File: src/hdl/ttrs_pkg.sv
package ttrs_pkg;

	localparam int TAG_LENGTH = 4;
	localparam int HOLD_DEPTH = TAG_LENGTH + 1;
	localparam int CMD_BYTES = TAG_LENGTH + 2;
	localparam int CMD_NW = $clog2(CMD_BYTES + 1);
	localparam int CMD_IW = $clog2(CMD_BYTES);
	localparam int CMD_FIFO_DEPTH = 2;
	localparam int OUT_FIFO_DEPTH = 2;
	localparam int COUNT_WIDTH_DEFAULT = 16;
	localparam int CAP_WIDTH = 16;
	localparam logic [CAP_WIDTH-1:0] CAP_RESET = 16'd256;

	localparam logic [7:0] CH_LT = 8'h3c;
	localparam logic [7:0] CH_GT = 8'h3e;
	localparam logic [7:0] CH_SLASH = 8'h2f;
	localparam logic [7:0] CH_SP = 8'h20;
	localparam logic [7:0] CH_TAB = 8'h09;
	localparam logic [7:0] CH_LF = 8'h0a;
	localparam logic [7:0] CH_CR = 8'h0d;
	localparam logic [7:0] CH_UPPER_A = 8'h41;
	localparam logic [7:0] CH_UPPER_Z = 8'h5a;
	localparam logic [7:0] CASE_OFFSET = 8'd32;

	typedef struct packed {
		logic [7:0] in_byte;
		logic       in_last;
	} text_t;

	typedef struct packed {
		logic [7:0] out_byte;
		logic       out_valid;
		logic       out_last;
	} result_t;

	typedef struct packed {
		logic [CMD_BYTES-1:0][7:0] bytes;
		logic [CMD_NW-1:0]         n;
		logic                      last;
	} cmd_t;

	function automatic logic [7:0] to_lower(input logic [7:0] b);
		return (b >= CH_UPPER_A && b <= CH_UPPER_Z) ? b + CASE_OFFSET : b;
	endfunction

	function automatic logic is_ws(input logic [7:0] b);
		return b == CH_SP || b == CH_TAB || b == CH_LF || b == CH_CR;
	endfunction

	// tag 0 is "tool", tag 1 is "args"; zero past the name
	function automatic logic [7:0] tag_letter(input logic tag, input logic [2:0] pos);
		logic [7:0] r;
		case ({tag, pos})
			4'b0_000: r = 8'h74;
			4'b0_001: r = 8'h6f;
			4'b0_010: r = 8'h6f;
			4'b0_011: r = 8'h6c;
			4'b1_000: r = 8'h61;
			4'b1_001: r = 8'h72;
			4'b1_010: r = 8'h67;
			4'b1_011: r = 8'h73;
			default: r = 8'h00;
		endcase
		return r;
	endfunction

endpackage

File: src/hdl/ttrs_front.sv
module ttrs_front #(
	parameter int COUNT_WIDTH = ttrs_pkg::COUNT_WIDTH_DEFAULT
) (
	input  logic                           clk,
	input  logic                           arst_n,
	input  logic                           cfg_valid,
	output logic                           cfg_ready,
	input  logic [ttrs_pkg::CAP_WIDTH-1:0] cfg_data,
	input  logic                           accept,
	input  ttrs_pkg::text_t                text,
	output logic                           cmd_write,
	output ttrs_pkg::cmd_t                 cmd
);
	import ttrs_pkg::*;

	typedef enum logic [1:0] {
		MODE_PASS  = 2'd0,
		MODE_OPEN  = 2'd1,
		MODE_CLOSE = 2'd2
	} mode_t;

	localparam int LW = (COUNT_WIDTH > CAP_WIDTH) ? COUNT_WIDTH : CAP_WIDTH;
	localparam int HCW = $clog2(HOLD_DEPTH + 1);
	localparam int HIW = $clog2(HOLD_DEPTH);
	localparam int PW = $clog2(TAG_LENGTH + 3);

	logic [7:0]             held_q [HOLD_DEPTH];
	logic [7:0]             held_nx [HOLD_DEPTH];
	logic [HCW-1:0]         held_cnt_q, held_cnt_nx;
	mode_t                  mode_q, mode_nx;
	logic                   tag_q, tag_nx;
	logic [PW-1:0]          prog_q, prog_nx;
	logic [COUNT_WIDTH-1:0] count_q, count_nx;
	logic [CAP_WIDTH-1:0]   cap_q;

	logic [CAP_WIDTH-1:0]   cap_m1;
	logic [LW-1:0]          cap_ext, max_ext, lim_ext;
	logic [COUNT_WIDTH-1:0] lim, avail;

	logic [7:0]        b, lb, x_byte;
	logic              last, ok, fresh, x_en;
	logic [HCW-1:0]    rel_h;
	logic [CMD_NW-1:0] n_total, take;

	assign cfg_ready = 1'b1;
	assign b = text.in_byte;
	assign last = text.in_last;
	assign lb = to_lower(b);

	assign cap_m1 = (cap_q == '0) ? '0 : cap_q - 1'b1;
	assign cap_ext = LW'(cap_m1);
	assign max_ext = LW'({COUNT_WIDTH{1'b1}});
	assign lim_ext = (cap_ext > max_ext) ? max_ext : cap_ext;
	assign lim = lim_ext[COUNT_WIDTH-1:0];
	assign avail = (count_q < lim) ? lim - count_q : '0;

	always_comb begin
		held_nx = held_q;
		held_cnt_nx = held_cnt_q;
		mode_nx = mode_q;
		tag_nx = tag_q;
		prog_nx = prog_q;
		rel_h = '0;
		x_en = 1'b0;
		x_byte = b;
		fresh = 1'b0;
		ok = 1'b0;
		case (mode_q)
			MODE_OPEN: begin
				if (b == CH_GT) begin
					mode_nx = MODE_CLOSE;
					prog_nx = '0;
				end
			end
			MODE_CLOSE: begin
				if (prog_q == '0) begin
					ok = (b == CH_LT);
				end else if (prog_q == PW'(1)) begin
					ok = (b == CH_SLASH);
				end else if (prog_q < PW'(TAG_LENGTH + 2)) begin
					ok = (lb == tag_letter(tag_q, 3'(prog_q - PW'(2))));
				end else begin
					ok = (b == CH_GT);
				end
				if (!ok) begin
					prog_nx = (b == CH_LT) ? PW'(1) : '0;
				end else if (prog_q >= PW'(TAG_LENGTH + 2)) begin
					mode_nx = MODE_PASS;
					prog_nx = '0;
				end else begin
					prog_nx = prog_q + 1'b1;
				end
			end
			default: begin
				if (held_cnt_q == '0) begin
					fresh = 1'b1;
				end else if (held_cnt_q <= HCW'(TAG_LENGTH)) begin
					if (held_cnt_q == HCW'(1)) begin
						if (lb == tag_letter(1'b0, 3'd0)) begin
							tag_nx = 1'b0;
							ok = 1'b1;
						end else if (lb == tag_letter(1'b1, 3'd0)) begin
							tag_nx = 1'b1;
							ok = 1'b1;
						end
					end else begin
						ok = (lb == tag_letter(tag_q, 3'(held_cnt_q - 1'b1)));
					end
					if (ok) begin
						if (last) begin
							rel_h = held_cnt_q;
							x_en = 1'b1;
						end else begin
							held_nx[held_cnt_q[HIW-1:0]] = b;
							held_cnt_nx = held_cnt_q + 1'b1;
						end
					end else begin
						rel_h = held_cnt_q;
						fresh = 1'b1;
					end
				end else if (b == CH_GT || b == CH_SP || b == CH_TAB) begin
					held_cnt_nx = '0;
					prog_nx = '0;
					mode_nx = (b == CH_GT) ? MODE_CLOSE : MODE_OPEN;
					x_en = 1'b1;
					x_byte = CH_SP;
				end else begin
					rel_h = held_cnt_q;
					fresh = 1'b1;
				end
				if (fresh) begin
					held_cnt_nx = '0;
					if (b != CH_LT || last) begin
						x_en = 1'b1;
					end else if (avail > COUNT_WIDTH'(rel_h)) begin
						held_nx[0] = b;
						held_cnt_nx = HCW'(1);
					end
				end
			end
		endcase

		n_total = CMD_NW'(rel_h) + CMD_NW'(x_en);
		take = (avail < COUNT_WIDTH'(n_total)) ? CMD_NW'(avail) : n_total;

		if (last) begin
			held_cnt_nx = '0;
			mode_nx = MODE_PASS;
			tag_nx = 1'b0;
			prog_nx = '0;
			count_nx = '0;
		end else begin
			count_nx = count_q + COUNT_WIDTH'(take);
		end
	end

	always_comb begin
		for (int i = 0; i < HOLD_DEPTH; i++) begin
			cmd.bytes[i] = (HCW'(i) < rel_h) ? held_q[i] : x_byte;
		end
		cmd.bytes[CMD_BYTES-1] = x_byte;
		cmd.n = take;
		cmd.last = last;
	end

	assign cmd_write = accept && (take != '0 || last);

	always_ff @(posedge clk or negedge arst_n) begin
		if (!arst_n) begin
			cap_q <= CAP_RESET;
		end else if (cfg_valid) begin
			cap_q <= cfg_data;
		end
	end

	always_ff @(posedge clk or negedge arst_n) begin
		if (!arst_n) begin
			held_cnt_q <= '0;
			mode_q <= MODE_PASS;
			tag_q <= 1'b0;
			prog_q <= '0;
			count_q <= '0;
		end else if (accept) begin
			held_cnt_q <= held_cnt_nx;
			mode_q <= mode_nx;
			tag_q <= tag_nx;
			prog_q <= prog_nx;
			count_q <= count_nx;
		end
	end

	always_ff @(posedge clk) begin
		if (accept) begin
			held_q <= held_nx;
		end
	end

	a_prog_idle: assert property (@(posedge clk) disable iff (!arst_n)
		mode_q != MODE_CLOSE |-> prog_q == '0)
		else $error("close progress set outside close search");

	a_hold_pass: assert property (@(posedge clk) disable iff (!arst_n)
		held_cnt_q != '0 |-> mode_q == MODE_PASS && held_cnt_q <= HCW'(HOLD_DEPTH))
		else $error("bytes held outside passing mode");

	a_last_clear: assert property (@(posedge clk) disable iff (!arst_n)
		accept && text.in_last |=> held_cnt_q == '0 && mode_q == MODE_PASS && count_q == '0)
		else $error("stream state not cleared after final item");

	a_cmd_size: assert property (@(posedge clk) disable iff (!arst_n)
		cmd_write |-> cmd.n <= CMD_NW'(CMD_BYTES))
		else $error("command longer than its byte slots");

endmodule

File: src/hdl/ttrs_cmd_fifo.sv
module ttrs_cmd_fifo (
	input  logic           clk,
	input  logic           arst_n,
	input  logic           wr,
	input  ttrs_pkg::cmd_t wdata,
	output logic           full,
	input  logic           rd,
	output ttrs_pkg::cmd_t rdata,
	output logic           empty
);
	import ttrs_pkg::*;

	localparam int PW = $clog2(CMD_FIFO_DEPTH);
	localparam int CW = $clog2(CMD_FIFO_DEPTH + 1);

	cmd_t          mem_q [CMD_FIFO_DEPTH];
	logic [PW-1:0] wr_ptr_q, rd_ptr_q;
	logic [CW-1:0] cnt_q;
	logic          do_wr, do_rd;

	assign full = (cnt_q == CW'(CMD_FIFO_DEPTH));
	assign empty = (cnt_q == '0);
	assign do_wr = wr && !full;
	assign do_rd = rd && !empty;
	assign rdata = mem_q[rd_ptr_q];

	always_ff @(posedge clk or negedge arst_n) begin
		if (!arst_n) begin
			wr_ptr_q <= '0;
			rd_ptr_q <= '0;
			cnt_q <= '0;
		end else begin
			if (do_wr) begin
				wr_ptr_q <= (wr_ptr_q == PW'(CMD_FIFO_DEPTH - 1)) ? '0 : wr_ptr_q + 1'b1;
			end
			if (do_rd) begin
				rd_ptr_q <= (rd_ptr_q == PW'(CMD_FIFO_DEPTH - 1)) ? '0 : rd_ptr_q + 1'b1;
			end
			if (do_wr && !do_rd) begin
				cnt_q <= cnt_q + 1'b1;
			end else if (do_rd && !do_wr) begin
				cnt_q <= cnt_q - 1'b1;
			end
		end
	end

	always_ff @(posedge clk) begin
		if (do_wr) begin
			mem_q[wr_ptr_q] <= wdata;
		end
	end

endmodule

File: src/hdl/ttrs_back.sv
module ttrs_back (
	input  logic              clk,
	input  logic              arst_n,
	input  ttrs_pkg::cmd_t    cmd,
	input  logic              cmd_empty,
	output logic              cmd_pop,
	output ttrs_pkg::result_t result,
	output logic              empty,
	input  logic              pop
);
	import ttrs_pkg::*;

	localparam int OPW = $clog2(OUT_FIFO_DEPTH);
	localparam int OCW = $clog2(OUT_FIFO_DEPTH + 1);

	result_t           ob_q [OUT_FIFO_DEPTH];
	logic [OPW-1:0]    ob_wr_q, ob_rd_q;
	logic [OCW-1:0]    ob_cnt_q;
	logic              ob_full, wr, rd;

	logic [CMD_IW-1:0]    idx_q;
	logic                 sp_q, as_q, sp_nx, as_nx;
	logic [CMD_BYTES-1:0] nonws;
	logic                 any_nonws, later_nonws, last_idx;
	logic [7:0]           c;
	logic                 emit, done, fin, go;
	result_t              res;

	always_comb begin
		later_nonws = 1'b0;
		for (int j = 0; j < CMD_BYTES; j++) begin
			nonws[j] = (CMD_NW'(j) < cmd.n) && !is_ws(cmd.bytes[j]);
			if (CMD_IW'(j) > idx_q) begin
				later_nonws = later_nonws | nonws[j];
			end
		end
	end

	assign any_nonws = |nonws;
	assign c = cmd.bytes[idx_q];
	assign last_idx = (CMD_NW'(idx_q) == CMD_NW'(cmd.n - 1'b1));

	always_comb begin
		emit = 1'b0;
		done = 1'b0;
		sp_nx = sp_q;
		as_nx = as_q;
		res = '0;
		res.out_last = 1'b1;
		if (cmd.n == '0) begin
			emit = cmd.last;
			done = 1'b1;
		end else if (is_ws(c)) begin
			if (!as_q) begin
				sp_nx = 1'b1;
				as_nx = 1'b1;
			end
			done = 1'b1;
			emit = last_idx && cmd.last && !any_nonws;
		end else if (sp_q) begin
			emit = 1'b1;
			res.out_byte = CH_SP;
			res.out_valid = 1'b1;
			res.out_last = 1'b0;
			sp_nx = 1'b0;
		end else begin
			emit = 1'b1;
			res.out_byte = c;
			res.out_valid = 1'b1;
			res.out_last = cmd.last && !later_nonws;
			as_nx = 1'b0;
			done = 1'b1;
		end
	end

	assign fin = done && (last_idx || cmd.n == '0);
	assign go = !cmd_empty && !(emit && ob_full);
	assign cmd_pop = go && fin;

	always_ff @(posedge clk or negedge arst_n) begin
		if (!arst_n) begin
			idx_q <= '0;
			sp_q <= 1'b0;
			as_q <= 1'b1;
		end else if (go) begin
			if (fin && cmd.last) begin
				sp_q <= 1'b0;
				as_q <= 1'b1;
			end else begin
				sp_q <= sp_nx;
				as_q <= as_nx;
			end
			if (fin) begin
				idx_q <= '0;
			end else if (done) begin
				idx_q <= idx_q + 1'b1;
			end
		end
	end

	assign ob_full = (ob_cnt_q == OCW'(OUT_FIFO_DEPTH));
	assign empty = (ob_cnt_q == '0);
	assign wr = go && emit;
	assign rd = pop && !empty;
	assign result = ob_q[ob_rd_q];

	always_ff @(posedge clk or negedge arst_n) begin
		if (!arst_n) begin
			ob_wr_q <= '0;
			ob_rd_q <= '0;
			ob_cnt_q <= '0;
		end else begin
			if (wr) begin
				ob_wr_q <= (ob_wr_q == OPW'(OUT_FIFO_DEPTH - 1)) ? '0 : ob_wr_q + 1'b1;
			end
			if (rd) begin
				ob_rd_q <= (ob_rd_q == OPW'(OUT_FIFO_DEPTH - 1)) ? '0 : ob_rd_q + 1'b1;
			end
			if (wr && !rd) begin
				ob_cnt_q <= ob_cnt_q + 1'b1;
			end else if (rd && !wr) begin
				ob_cnt_q <= ob_cnt_q - 1'b1;
			end
		end
	end

	always_ff @(posedge clk) begin
		if (wr) begin
			ob_q[ob_wr_q] <= res;
		end
	end

	a_ob_bound: assert property (@(posedge clk) disable iff (!arst_n)
		ob_cnt_q <= OCW'(OUT_FIFO_DEPTH))
		else $error("result buffer overflow");

	a_pending_space: assert property (@(posedge clk) disable iff (!arst_n)
		sp_q |-> as_q)
		else $error("pending space without whitespace state");

	a_last_reset: assert property (@(posedge clk) disable iff (!arst_n)
		cmd_pop && cmd.last |=> as_q && !sp_q && idx_q == '0)
		else $error("collapse state not reset after final item");

	a_marker_retire: assert property (@(posedge clk) disable iff (!arst_n)
		wr && !res.out_valid |-> cmd_pop && res.out_last)
		else $error("end marker does not close its item");

endmodule

File: src/hdl/tool_tag_region_scrubber.sv
// Path: command queue, then back end into the result buffer feeding the result ports.
// Throughput: one item per cycle while each item yields at most one result and full is
// low; the back end takes released bytes and inserted spaces one at a time, so a release
// burst of up to six bytes is absorbed by the two-entry command queue.
// Reset: arst_n asynchronous, active low; clears stream state, queues, capacity to 256.
module tool_tag_region_scrubber #(
	parameter int COUNT_WIDTH = ttrs_pkg::COUNT_WIDTH_DEFAULT
) (
	input  logic                           clk,
	input  logic                           arst_n,
	input  logic                           cfg_valid,
	output logic                           cfg_ready,
	input  logic [ttrs_pkg::CAP_WIDTH-1:0] cfg_data,
	input  logic                           push,
	output logic                           full,
	input  ttrs_pkg::text_t                text,
	output logic                           empty,
	input  logic                           pop,
	output ttrs_pkg::result_t              result
);
	import ttrs_pkg::*;

	logic accept;
	logic cmd_write, cmd_full, cmd_empty, cmd_pop;
	cmd_t cmd_in, cmd_out;

	assign full = cmd_full;
	assign accept = push && !cmd_full;

	ttrs_front #(
		.COUNT_WIDTH(COUNT_WIDTH)
	) u_front (
		.clk       (clk),
		.arst_n    (arst_n),
		.cfg_valid (cfg_valid),
		.cfg_ready (cfg_ready),
		.cfg_data  (cfg_data),
		.accept    (accept),
		.text      (text),
		.cmd_write (cmd_write),
		.cmd       (cmd_in)
	);

	ttrs_cmd_fifo u_cmd_fifo (
		.clk    (clk),
		.arst_n (arst_n),
		.wr     (cmd_write),
		.wdata  (cmd_in),
		.full   (cmd_full),
		.rd     (cmd_pop),
		.rdata  (cmd_out),
		.empty  (cmd_empty)
	);

	ttrs_back u_back (
		.clk       (clk),
		.arst_n    (arst_n),
		.cmd       (cmd_out),
		.cmd_empty (cmd_empty),
		.cmd_pop   (cmd_pop),
		.result    (result),
		.empty     (empty),
		.pop       (pop)
	);

endmodule

File: config.mk
export PLATFORM = sky130hd
export DESIGN_NAME = tool_tag_region_scrubber
export DESIGN_NICKNAME = d
export VERILOG_FILES = /design/src/hdl/ttrs_pkg.sv /design/src/hdl/ttrs_front.sv /design/src/hdl/ttrs_cmd_fifo.sv /design/src/hdl/ttrs_back.sv /design/src/hdl/tool_tag_region_scrubber.sv
export SDC_FILE = /design/constraint.sdc
export NUM_CORES = 1
export LEC_CHECK = 0
export BUFFER_PORTS_ARGS = -buffer_cell sky130_fd_sc_hd__buf_4
export CAP_MARGIN = 10
export CELL_PAD_IN_SITES_DETAIL_PLACEMENT = 0
export CELL_PAD_IN_SITES_GLOBAL_PLACEMENT = 1
export CORE_MARGIN = 3
export CORE_UTILIZATION = 35
export DETAILED_ROUTE_END_ITERATION = 7
export MAX_ROUTING_LAYER = met4
export PLACE_DENSITY_LB_ADDON = 0.15
export SLEW_MARGIN = 20
export SYNTH_ARGS = -nofsm -noshare
export SYNTH_HDL_FRONTEND = slang
export SYNTH_SLANG_ARGS = --single-unit
File: constraint.sdc
create_clock -name clk -period 7.8 [get_ports clk]
set_clock_uncertainty 0.2 [all_clocks]
set_input_delay 0.39 -clock clk [delete_from_list [all_inputs] [get_ports clk]]
set_output_delay 0.39 -clock clk [all_outputs]
set_load 0.01 [all_outputs]
=== Word level (Yosys, flattened, before mapping) ===
Memories as Yosys holds them, arrays and structs flattened.
Index checks and enable logic that the tools add are counted.

* Latch bits: 0
* Register bits after elaboration: 94
* Memories: 4
* Bits of input ports: 30
* Output and inout bits: 13
* Bits in read-only memories: 224
* Memory bits (writable): 124

* Equality and inequality tests: 57
* Multiplexer cells: 134
* Shifts and indexed selects: 0
* Divide/modulo/power cells: 0
* Reduce and logical (&&, ||, !) cells: 93
* Bitwise gates (word level): 9
* Order comparisons: 29
* Multiply operators: 0
* $add $sub $neg: 19

{| class="wikitable"
|+ Memory list
! memory !! words !! bits a word !! read ports !! clocked after Yosys merged registers in !! wr ports !! RTL line !! RTL
|-
| (name not given) || 16 || 7 || 1 || 0 || 0 || ttrs_pkg.sv:53 || <nowiki>case ({tag, pos})</nowiki>
|-
| (name not given) || 16 || 7 || 1 || 0 || 0 || ttrs_pkg.sv:53 ||
|-
| u_cmd_fifo.mem_q || 2 || 52 || 1 || 0 || 1 || ttrs_cmd_fifo.sv:16 || <nowiki>cmd_t mem_q [CMD_FIFO_DEPTH];</nowiki>
|-
| u_back.ob_q || 2 || 10 || 1 || 0 || 1 || ttrs_back.sv:16 || <nowiki>result_t ob_q [OUT_FIFO_DEPTH];</nowiki>
|}

{| class="wikitable"
|+ Operator list
! operator !! count
|-
| two-way mux 8 bit || 23
|-
| equality test 8 x 4 -> 1 bit (second input constant) || 22
|-
| two-way mux 40 bit || 4
|-
| equality test 8 x 6 -> 1 bit (second input constant) || 11
|-
| two-way mux 3 bit || 24
|-
| two-way mux 16 bit || 4
|-
| two-way mux 1 bit || 59
|-
| bitwise mux 40 bit || 1
|-
| two-way mux 10 bit || 3
|-
| logical AND 1 bit || 26
|-
| logical OR 1 bit || 26
|-
| binary-select mux 8 bit (select 3 bit) || 1
|-
| demux 8 bit (select 3 bit) || 1
|-
| two-way mux 2 bit || 12
|-
| adder 16 x 3 -> 16 bit || 1
|-
| equality test 8 x 7 -> 1 bit (second input constant) || 2
|-
| equality test 8 bit || 2
|-
| greater-than comparator 16 bit (second input constant) || 1
|-
| greater-than comparator 16 x 3 -> 1 bit || 1
|-
| logical NOT 1 bit || 16
|-
| logical NOT 16 bit || 1
|-
| less-than comparator 16 bit || 1
|-
| less-than comparator 16 x 3 -> 1 bit || 1
|-
| subtractor 16 x 1 -> 16 bit (second input constant) || 1
|-
| other kinds (51) || 97
|}

=== Depth between registers and ports, before layout ===
Gate-level depths: netlist (run 1).
An unclocked memory read counts as a cell.

* Depth after elaboration: 28
* Gate-level depth with buffers: 31
* Mapped depth without buffers: 31

=== By module ===
Synthesis (run 1) repeated with hierarchy kept, for this count alone.

* Cell total of the unflattened synthesis: 1,112
* Area total of the unflattened synthesis: 12,897.4 um2

{| class="wikitable"
|+ By module, submodules not included
! module !! cells each !! seq. area each (um2) !! area an instance (um2) !! times used
|-
| ttrs_front || 684 || 2,228.4 || 6,346.1 || 1
|-
| ttrs_cmd_fifo || 181 || 3,223.1 || 4,200.3 || 1
|-
| ttrs_back || 246 || 827.0 || 2,337.2 || 1
|-
| tool_tag_region_scrubber || 1 || 0.0 || 13.8 || 1
|}

=== Least setup slack after synthesis (run 1) ===
OpenSTA, ideal clock, no wires.

* Kind: register to register
* Start: register u_front.cap_q[3]
* End: memory u_cmd_fifo.mem_q[0][0] (netlist name) (enable)
* Arrival: 7,585 ps
* Data required time: 7,132 ps
* Cell stages (with the launch flop): 23
* Path slack: -453 ps
* Library setup time: 468 ps
* Cell sequence: dfrtp_1 or4_1 nor4_1 nor2b_1 and3_1 clkbuf_1 nor2_1 fa_1 a211oi_2 o211ai_1 a21oi_1 o21a_1 a41oi_1 and2_1 ha_1 nor2b_1 o21ai_0 nand2b_1 nor4b_1 a32o_1 a31o_2 o41a_1 nor2b_1

{| class="wikitable"
|+ RTL lines
! what !! RTL line !! RTL
|-
| start, declared || ttrs_front.sv:34 || <nowiki>logic [CAP_WIDTH-1:0] cap_q;</nowiki>
|-
| start signal, assigned || ttrs_front.sv:172 || <nowiki>cap_q <= cfg_data;</nowiki>
|-
| end, declared || ttrs_cmd_fifo.sv:16 ||
|}

==> flow_summary.toml, run 1 <==
[status]
status = "finished, final reports clean"

[timing]
final-setup-viol-count = 0
worst_slew_pin_slew_ns = 0.865
slew_violations = 0
fmax_mhz = 139
hold_ws_ns = 0.0263
finalHoldViolations = 0
setup_tns_ns = 0
period_needed_ns = 7.21
fin_crit_sh_pct = 92.4
relSlewSlack_pct = 42.2

[drt]
wl_um = 32100
post_drt_via_cell_ratio = 5.33
ant_nets = 0
drtPass1Iterations = 5
vias = 8712
wl_per_cell_um = 19.7
drc_errors = 0
drtIter0Drc = 498

[synthesis]
syn_inst = 1099
yosysWarningCount = 0
yosysSeqAreaShare_pct = 50.1
synth_ff_type = "edfxtp_1"
synth_seq_cells = 218
synth_cell_type_count = 86
netlist_area_mm2 = 0.0125
post_synth.cell_area_avg_um2 = 11.4
syn-num-nets = 1182
synth_edf_count = 164
async_reset_ff_share_pct = 24.8

[global_route]
use_met3_pct = 1.90
antenna_found_initial = 0
grt_usage_pct = 17.0
grt_max_degree = 55
grt_pass1_vias = 8546
grt_pass1_wl_um = 50300
grt.busiest_layer = "met2"
overflow = 0
use_met2_pct = 26.4
grtUsageMet1_pct = 24.3

[setup_path]
reg2reg_from = "u_front.cap_q[3]"
endpoint_kind = "flop"
r2r_slack_ns = 0.59
reg2reg_depth = 30
crit_arrival_ns = 7.42
cp_slowest_cell = "or4_1"
worstSetupPathType = "flop to flop"
required_ns = 8.01
start_kind = "flop"
critical-path-max-stage-delay_ns = 0.67
reg2reg_to = "u_front.count_q[14]"
worstPathMaxFanout = 6
cpMostUsedCell = "ha_1"

[final_layout]
fin_nets = 1242
n_fill_cell = 3299
area_delta_synth_final_pct = 15.5
final_common_cell = "edfxtp_1"
final_cell_mix = "164 x edfxtp_1, 80 x nor2_1, 74 x mux2_2"
n_antenna_cell = 0
final_layout_size_suffix_gt1_share_pct = 18.7
final_area_mm2 = 0.0145

[power_and_ir_drop]
leakagePower_nw = 5.32
cellInternalPower_mw = 3.04
p_seq_share_pct = 38.6
p_sw_share_pct = 35.3
vdd_drop_max_v = 0.000211
combinationalPowerShare_pct = 36.2
clkPwrFrac_pct = 25.2
pwr_density_cell_mw_per_mm2 = 324
p_sw_mw = 1.66
power_mw = 4.70

[worst_hold_path]
holdCritStartpoint = "text[2]"
hold_depth = 1
worstHoldPathType = "input port to flop"

[clocking]
htreeDepth = 1
cts_tree = "done"
post_cts_buffers = 0
clkTransAtPathRegs_ns = 0.07
clockRootBuffer = "clkbuf_16"
cts_buffers = 26
clk_latency_ns = 0.54
clockBufferDepth = 3
cts_sinks = 218

[floorplan]
rows = 68
die_h_um = 195
die_area_mm2 = 0.0381
io_pins = 43
core_area_mm2 = 0.0349
start_util_pct = 35.9
die_x_um = 195

[placement]
dpl_cell_area_mm2 = 0.0134
portBuffers = 41
dp_hpwl_um = 23700
gp_congestion = 0.840

[job]
cap_violations = 0
-- kinds of logic (layout without fill, tap and decap cells) --
group | Yosys count | in the layout | share of synthesized area [%]
and+or+nand+nor | 355 | 355 | 15.2
DFF | 218 | 218 | 50.1
AOI/OAI and AO/OA | 208 | 208 | 11.0
muxes | 119 | 119 | 12.1
buffers and inverters | 102 | 181 | 3.16
adders and majority gates | 53 | 53 | 5.41
xor gates and xnor gates | 43 | 43 | 3.00
other | 1 | 1 | 0.0299
-- worst max-delay path, delay by kind of cell (launching register included) --
| family | cells | cell delay, ns |
|---|---|---|
| AND/OR/NAND/NOR | 13 | 2.84 |
| AO/OA/AOI/OAI | 9 | 1.87 |
| adder cells (fa/ha/maj) | 5 | 1.49 |
| flip-flops | 1 | 0.44 |
| XOR/XNOR | 1 | 0.16 |
| buffers and inverters | 2 | 0.11 |
-- layer usage --
layer	up-vias	share of wire, %
li1	4239	-
met1	4284	49
met5	-	0
met3	35	3.6
met4	0	1.8
met2	154	46
-- through the flow --
stage | setup WS, ns | instances | util (%)
after detailed placement | 0.351 | 1563 | 38.3
after global routing | -0.0453 | 1633 | 41.5
final | 0.594 | 1633 | 41.5
after floorplan | 0.531 | 1099 | -
after CTS | 0.314 | 1633 | 41.4
after global placement | 0.531 | 1563 | 38.3
-- synth_stat cells, types with 7 or more instances --
cell / number / area, um2
nor3b_1: 7 / 52.6
mux2_2: 74 / 833
o211ai_1: 7 / 52.6
mux4_2: 18 / 405
inv_1: 56 / 210
buf_2: 8 / 40.0
ha_1: 51 / 638
dfrtp_1: 52 / 1300
a21o_1: 14 / 105
nand2b_1: 22 / 138
nor4_1: 15 / 93.8
nor3_1: 34 / 170
xnor2_1: 31 / 272
and2_1: 11 / 68.8
xor2_1: 12 / 105
nor2b_1: 28 / 175
nand2_1: 67 / 251
or3_1: 8 / 50.1
a31oi_1: 15 / 93.8
nor2_1: 80 / 300
edfxtp_1: 164 / 4920
and3_1: 18 / 113
o21ai_0: 43 / 215
a211oi_1: 7 / 52.6
nand3_1: 18 / 90.1
nand4_1: 8 / 50.1
clkbuf_1: 32 / 120
a21oi_1: 56 / 280
mux2i_1: 22 / 220
-- layout make-up --
type,instances,area (um2),area share [%]
inverter,59,221,1.53
multi-input combinational,779,5900,40.8
clock inverter,19,180,1.24
timing repair buffer,75,658,4.54
tap,455,569,3.93
clock buffer,28,668,4.61
sequential,218,6280,43.4
-- repair_timing --
item,in CTS,in global routing
resized for setup,0,4
hold endpoints to repair,89,0
hold buffers,23,0
endpoints found under the setup margin,0,6
-- how the worst max path moves through the flow --
stage / startpoint / to / cells past startpoint
2_1_floorplan: u_front.cap_q[3] / u_cmd_fifo.mem_q[0][0] / 22
3_3_place_gp: u_front.cap_q[3] / u_front.count_q[14] / 30
3_5_place_dp: u_front.cap_q[3] / u_front.count_q[14] / 30
4_1_cts: u_front.cap_q[3] / u_front.count_q[14] / 30
5_1_grt: u_front.cap_q[3] / u_front.count_q[14] / 30
6_report: u_front.cap_q[3] / u_front.count_q[14] / 30
-- power by group through the flow --
stage	combinational, mW	clock (mW)	sequential, mW
2_1_floorplan	1.25	0	1.73
6_report	1.70	1.19	1.81
3_3_place_gp	1.71	0	1.83
4_1_cts	1.72	1.22	1.81
3_5_place_dp	1.70	0	1.84
5_1_grt	1.87	1.27	1.85
Note: power is estimated with default switching activity, not from simulation.
==> run 2, diff against run 1 <==
- clock period: 7.8 -> 9.3 ns (I/O delays scaled with it)
==> flow_summary.toml, run 2 (synthesized netlist as in run 1, its figures left out) <==
[setup_path]
reg2reg_depth = 24
crit_arrival_ns = 7.93
endpoint_kind = "flop"
reg2reg_from = "u_front.cap_q[3]"
worstPathMaxFanout = 26
worstSetupPathType = "flop to flop"
r2r_slack_ns = 1.35
reg2reg_to = "u_cmd_fifo.mem_q[0][48]"
required_ns = 9.29
start_kind = "flop"

[worst_hold_path]
holdCritStartpoint = "text[5]"
worstHoldPathType = "input port to flop"
hold_depth = 1

[timing]
rsz0062_at_grt = "no"
slew_violations = 0
final-setup-viol-count = 0
relSlewSlack_pct = 39.5
worst_slew_pin_slew_ns = 0.907
setup_tns_ns = 0
period_needed_ns = 7.95
fin_crit_sh_pct = 85.5
fmax_mhz = 126
finalHoldViolations = 0

[clocking]
clockBufferDepth = 3
clockRootBuffer = "clkbuf_16"
htreeDepth = 1
cts_sinks = 218
clk_latency_ns = 0.52
clkTransAtPathRegs_ns = 0.06
cts_buffers = 25
cts_tree = "done"
postCtsResizedCells = 0

[power_and_ir_drop]
p_sw_mw = 1.36
pwr_density_cell_mw_per_mm2 = 271
combinationalPowerShare_pct = 36.9
clkPwrFrac_pct = 24.4
p_seq_share_pct = 38.7
vdd_drop_max_v = 0.000167
cellInternalPower_mw = 2.51
leakagePower_nw = 5.26
p_sw_share_pct = 35.2
power_mw = 3.87

[final_layout]
final_common_cell = "edfxtp_1"
area_delta_synth_final_pct = 13.9
fin_nets = 1232
n_antenna_cell = 0
final_layout_size_suffix_gt1_share_pct = 18.1
final_cell_mix = "164 x edfxtp_1, 80 x nor2_1, 74 x mux2_2"

[floorplan]
start_util_pct = 35.9
rows = 68
core_area_mm2 = 0.0349
die_x_um = 195
die_h_um = 195
io_pins = 43
die_area_mm2 = 0.0381

[global_route]
grt_pass1_vias = 8681
grt_pass1_wl_um = 50700
antenna_found_initial = 0
grt_usage_pct = 17.2
grt_max_degree = 68
overflow = 0

[drt]
drtIter0Drc = 477
vias = 8607
ant_nets = 0
drtPass1Iterations = 5
drc_errors = 0
wl_per_cell_um = 19.7
wl_um = 32000
post_drt_via_cell_ratio = 5.31

[status]
status = "finished, final reports clean"

[placement]
gp_congestion = 0.827
portBuffers = 41
dp_hpwl_um = 23600

[job]
cap_violations = 0
run 2: per-layer routing:
metal / part of all wire [%] / track usage (%) / vias up / wire [um]
met1: 49 / 24.7 / 4222 / 15800
met3: 3.6 / 2.35 / 33 / 1160
met5: 0 / - / - / 0
met2: 45 / 26.1 / 137 / 14500
li1: - / - / 4215 / -
met4: 1.8 / 3.51 / 0 / 575
run 2: worst max-delay path, stage by stage, from the launching register on:
cell and delay (ns):
dfrtp_1 0.44, or4_1 0.61, nor4_1 0.36, nor2b_1 0.37, and3_1 0.52, or2_2 0.21, ha_1 0.16, inv_1 0.05
fa_1 0.41, a211oi_2 0.32, o211ai_1 0.19, a21oi_1 0.26, o21a_1 0.22, a41oi_1 0.11, and2_1 0.26, ha_1 0.31
nor2b_1 0.13, o21ai_0 0.19, nand2b_1 0.17, nor4b_1 0.33, a32o_1 0.21, a31o_2 0.17, o41a_1 0.25, nor2b_4 0.71
buf_4 0.44
run 2: worst max path at each step:
| stage | startpoint | to | slack (ns) | cells past startpoint |
|---|---|---|---|---|
| 2_1_floorplan | u_front.cap_q[3] | u_cmd_fifo.mem_q[0][0] | 1.05 | 22 |
| 3_3_place_gp | u_front.cap_q[3] | u_cmd_fifo.mem_q[0][40] | 1.58 | 24 |
| 3_5_place_dp | u_front.cap_q[3] | u_cmd_fifo.mem_q[0][48] | 1.40 | 24 |
| 4_1_cts | u_front.cap_q[3] | u_cmd_fifo.mem_q[0][1] | 1.33 | 24 |
| 5_1_grt | u_front.cap_q[3] | u_cmd_fifo.mem_q[0][1] | 0.56 | 24 |
| 6_report | u_front.cap_q[3] | u_cmd_fifo.mem_q[0][48] | 1.35 | 24 |
run 2: power groups by stage:
stage / Sequential, mW / Clock (mW) / Combinational (mW)
2_1_floorplan: 1.46 / 0 / 1.05
3_3_place_gp: 1.51 / 0 / 1.44
3_5_place_dp: 1.52 / 0 / 1.43
4_1_cts: 1.50 / 0.971 / 1.45
5_1_grt: 1.53 / 1.01 / 1.59
6_report: 1.50 / 0.944 / 1.43
run 2: layout make-up:
cell class | count | area [um2]
clock buffer | 32 | 693
inverter | 59 | 221
clock inverter | 13 | 95.1
tap | 455 | 569
fill | 3357 | 20600
timing repair buffer | 66 | 538
sequential | 218 | 6280
multi-input combinational | 779 | 5880
run 2: per-stage QoR:
step / hold slack (ns) / instance area, um2 / util (%) / setup WS (ns) / cells
after CTS: 0.0363 / 14300 / 40.9 / 1.33 / 1622
after detailed placement: 0.287 / 13300 / 38.1 / 1.40 / 1560
final: 0.0542 / 14300 / 40.9 / 1.35 / 1622
after floorplan: -0.0306 / 12500 / - / 1.05 / 1099
after global routing: 0.0579 / 14300 / 40.9 / 0.559 / 1622
after global placement: 0.282 / 13300 / 38.1 / 1.58 / 1560
run 2: timing repair:
action                                  4_1_cts  5_1_grt
endpoints found under the setup margin        0        0
hold buffers                                 17        0
endpoints found under the hold margin        68        0
setup buffers                                 0        0
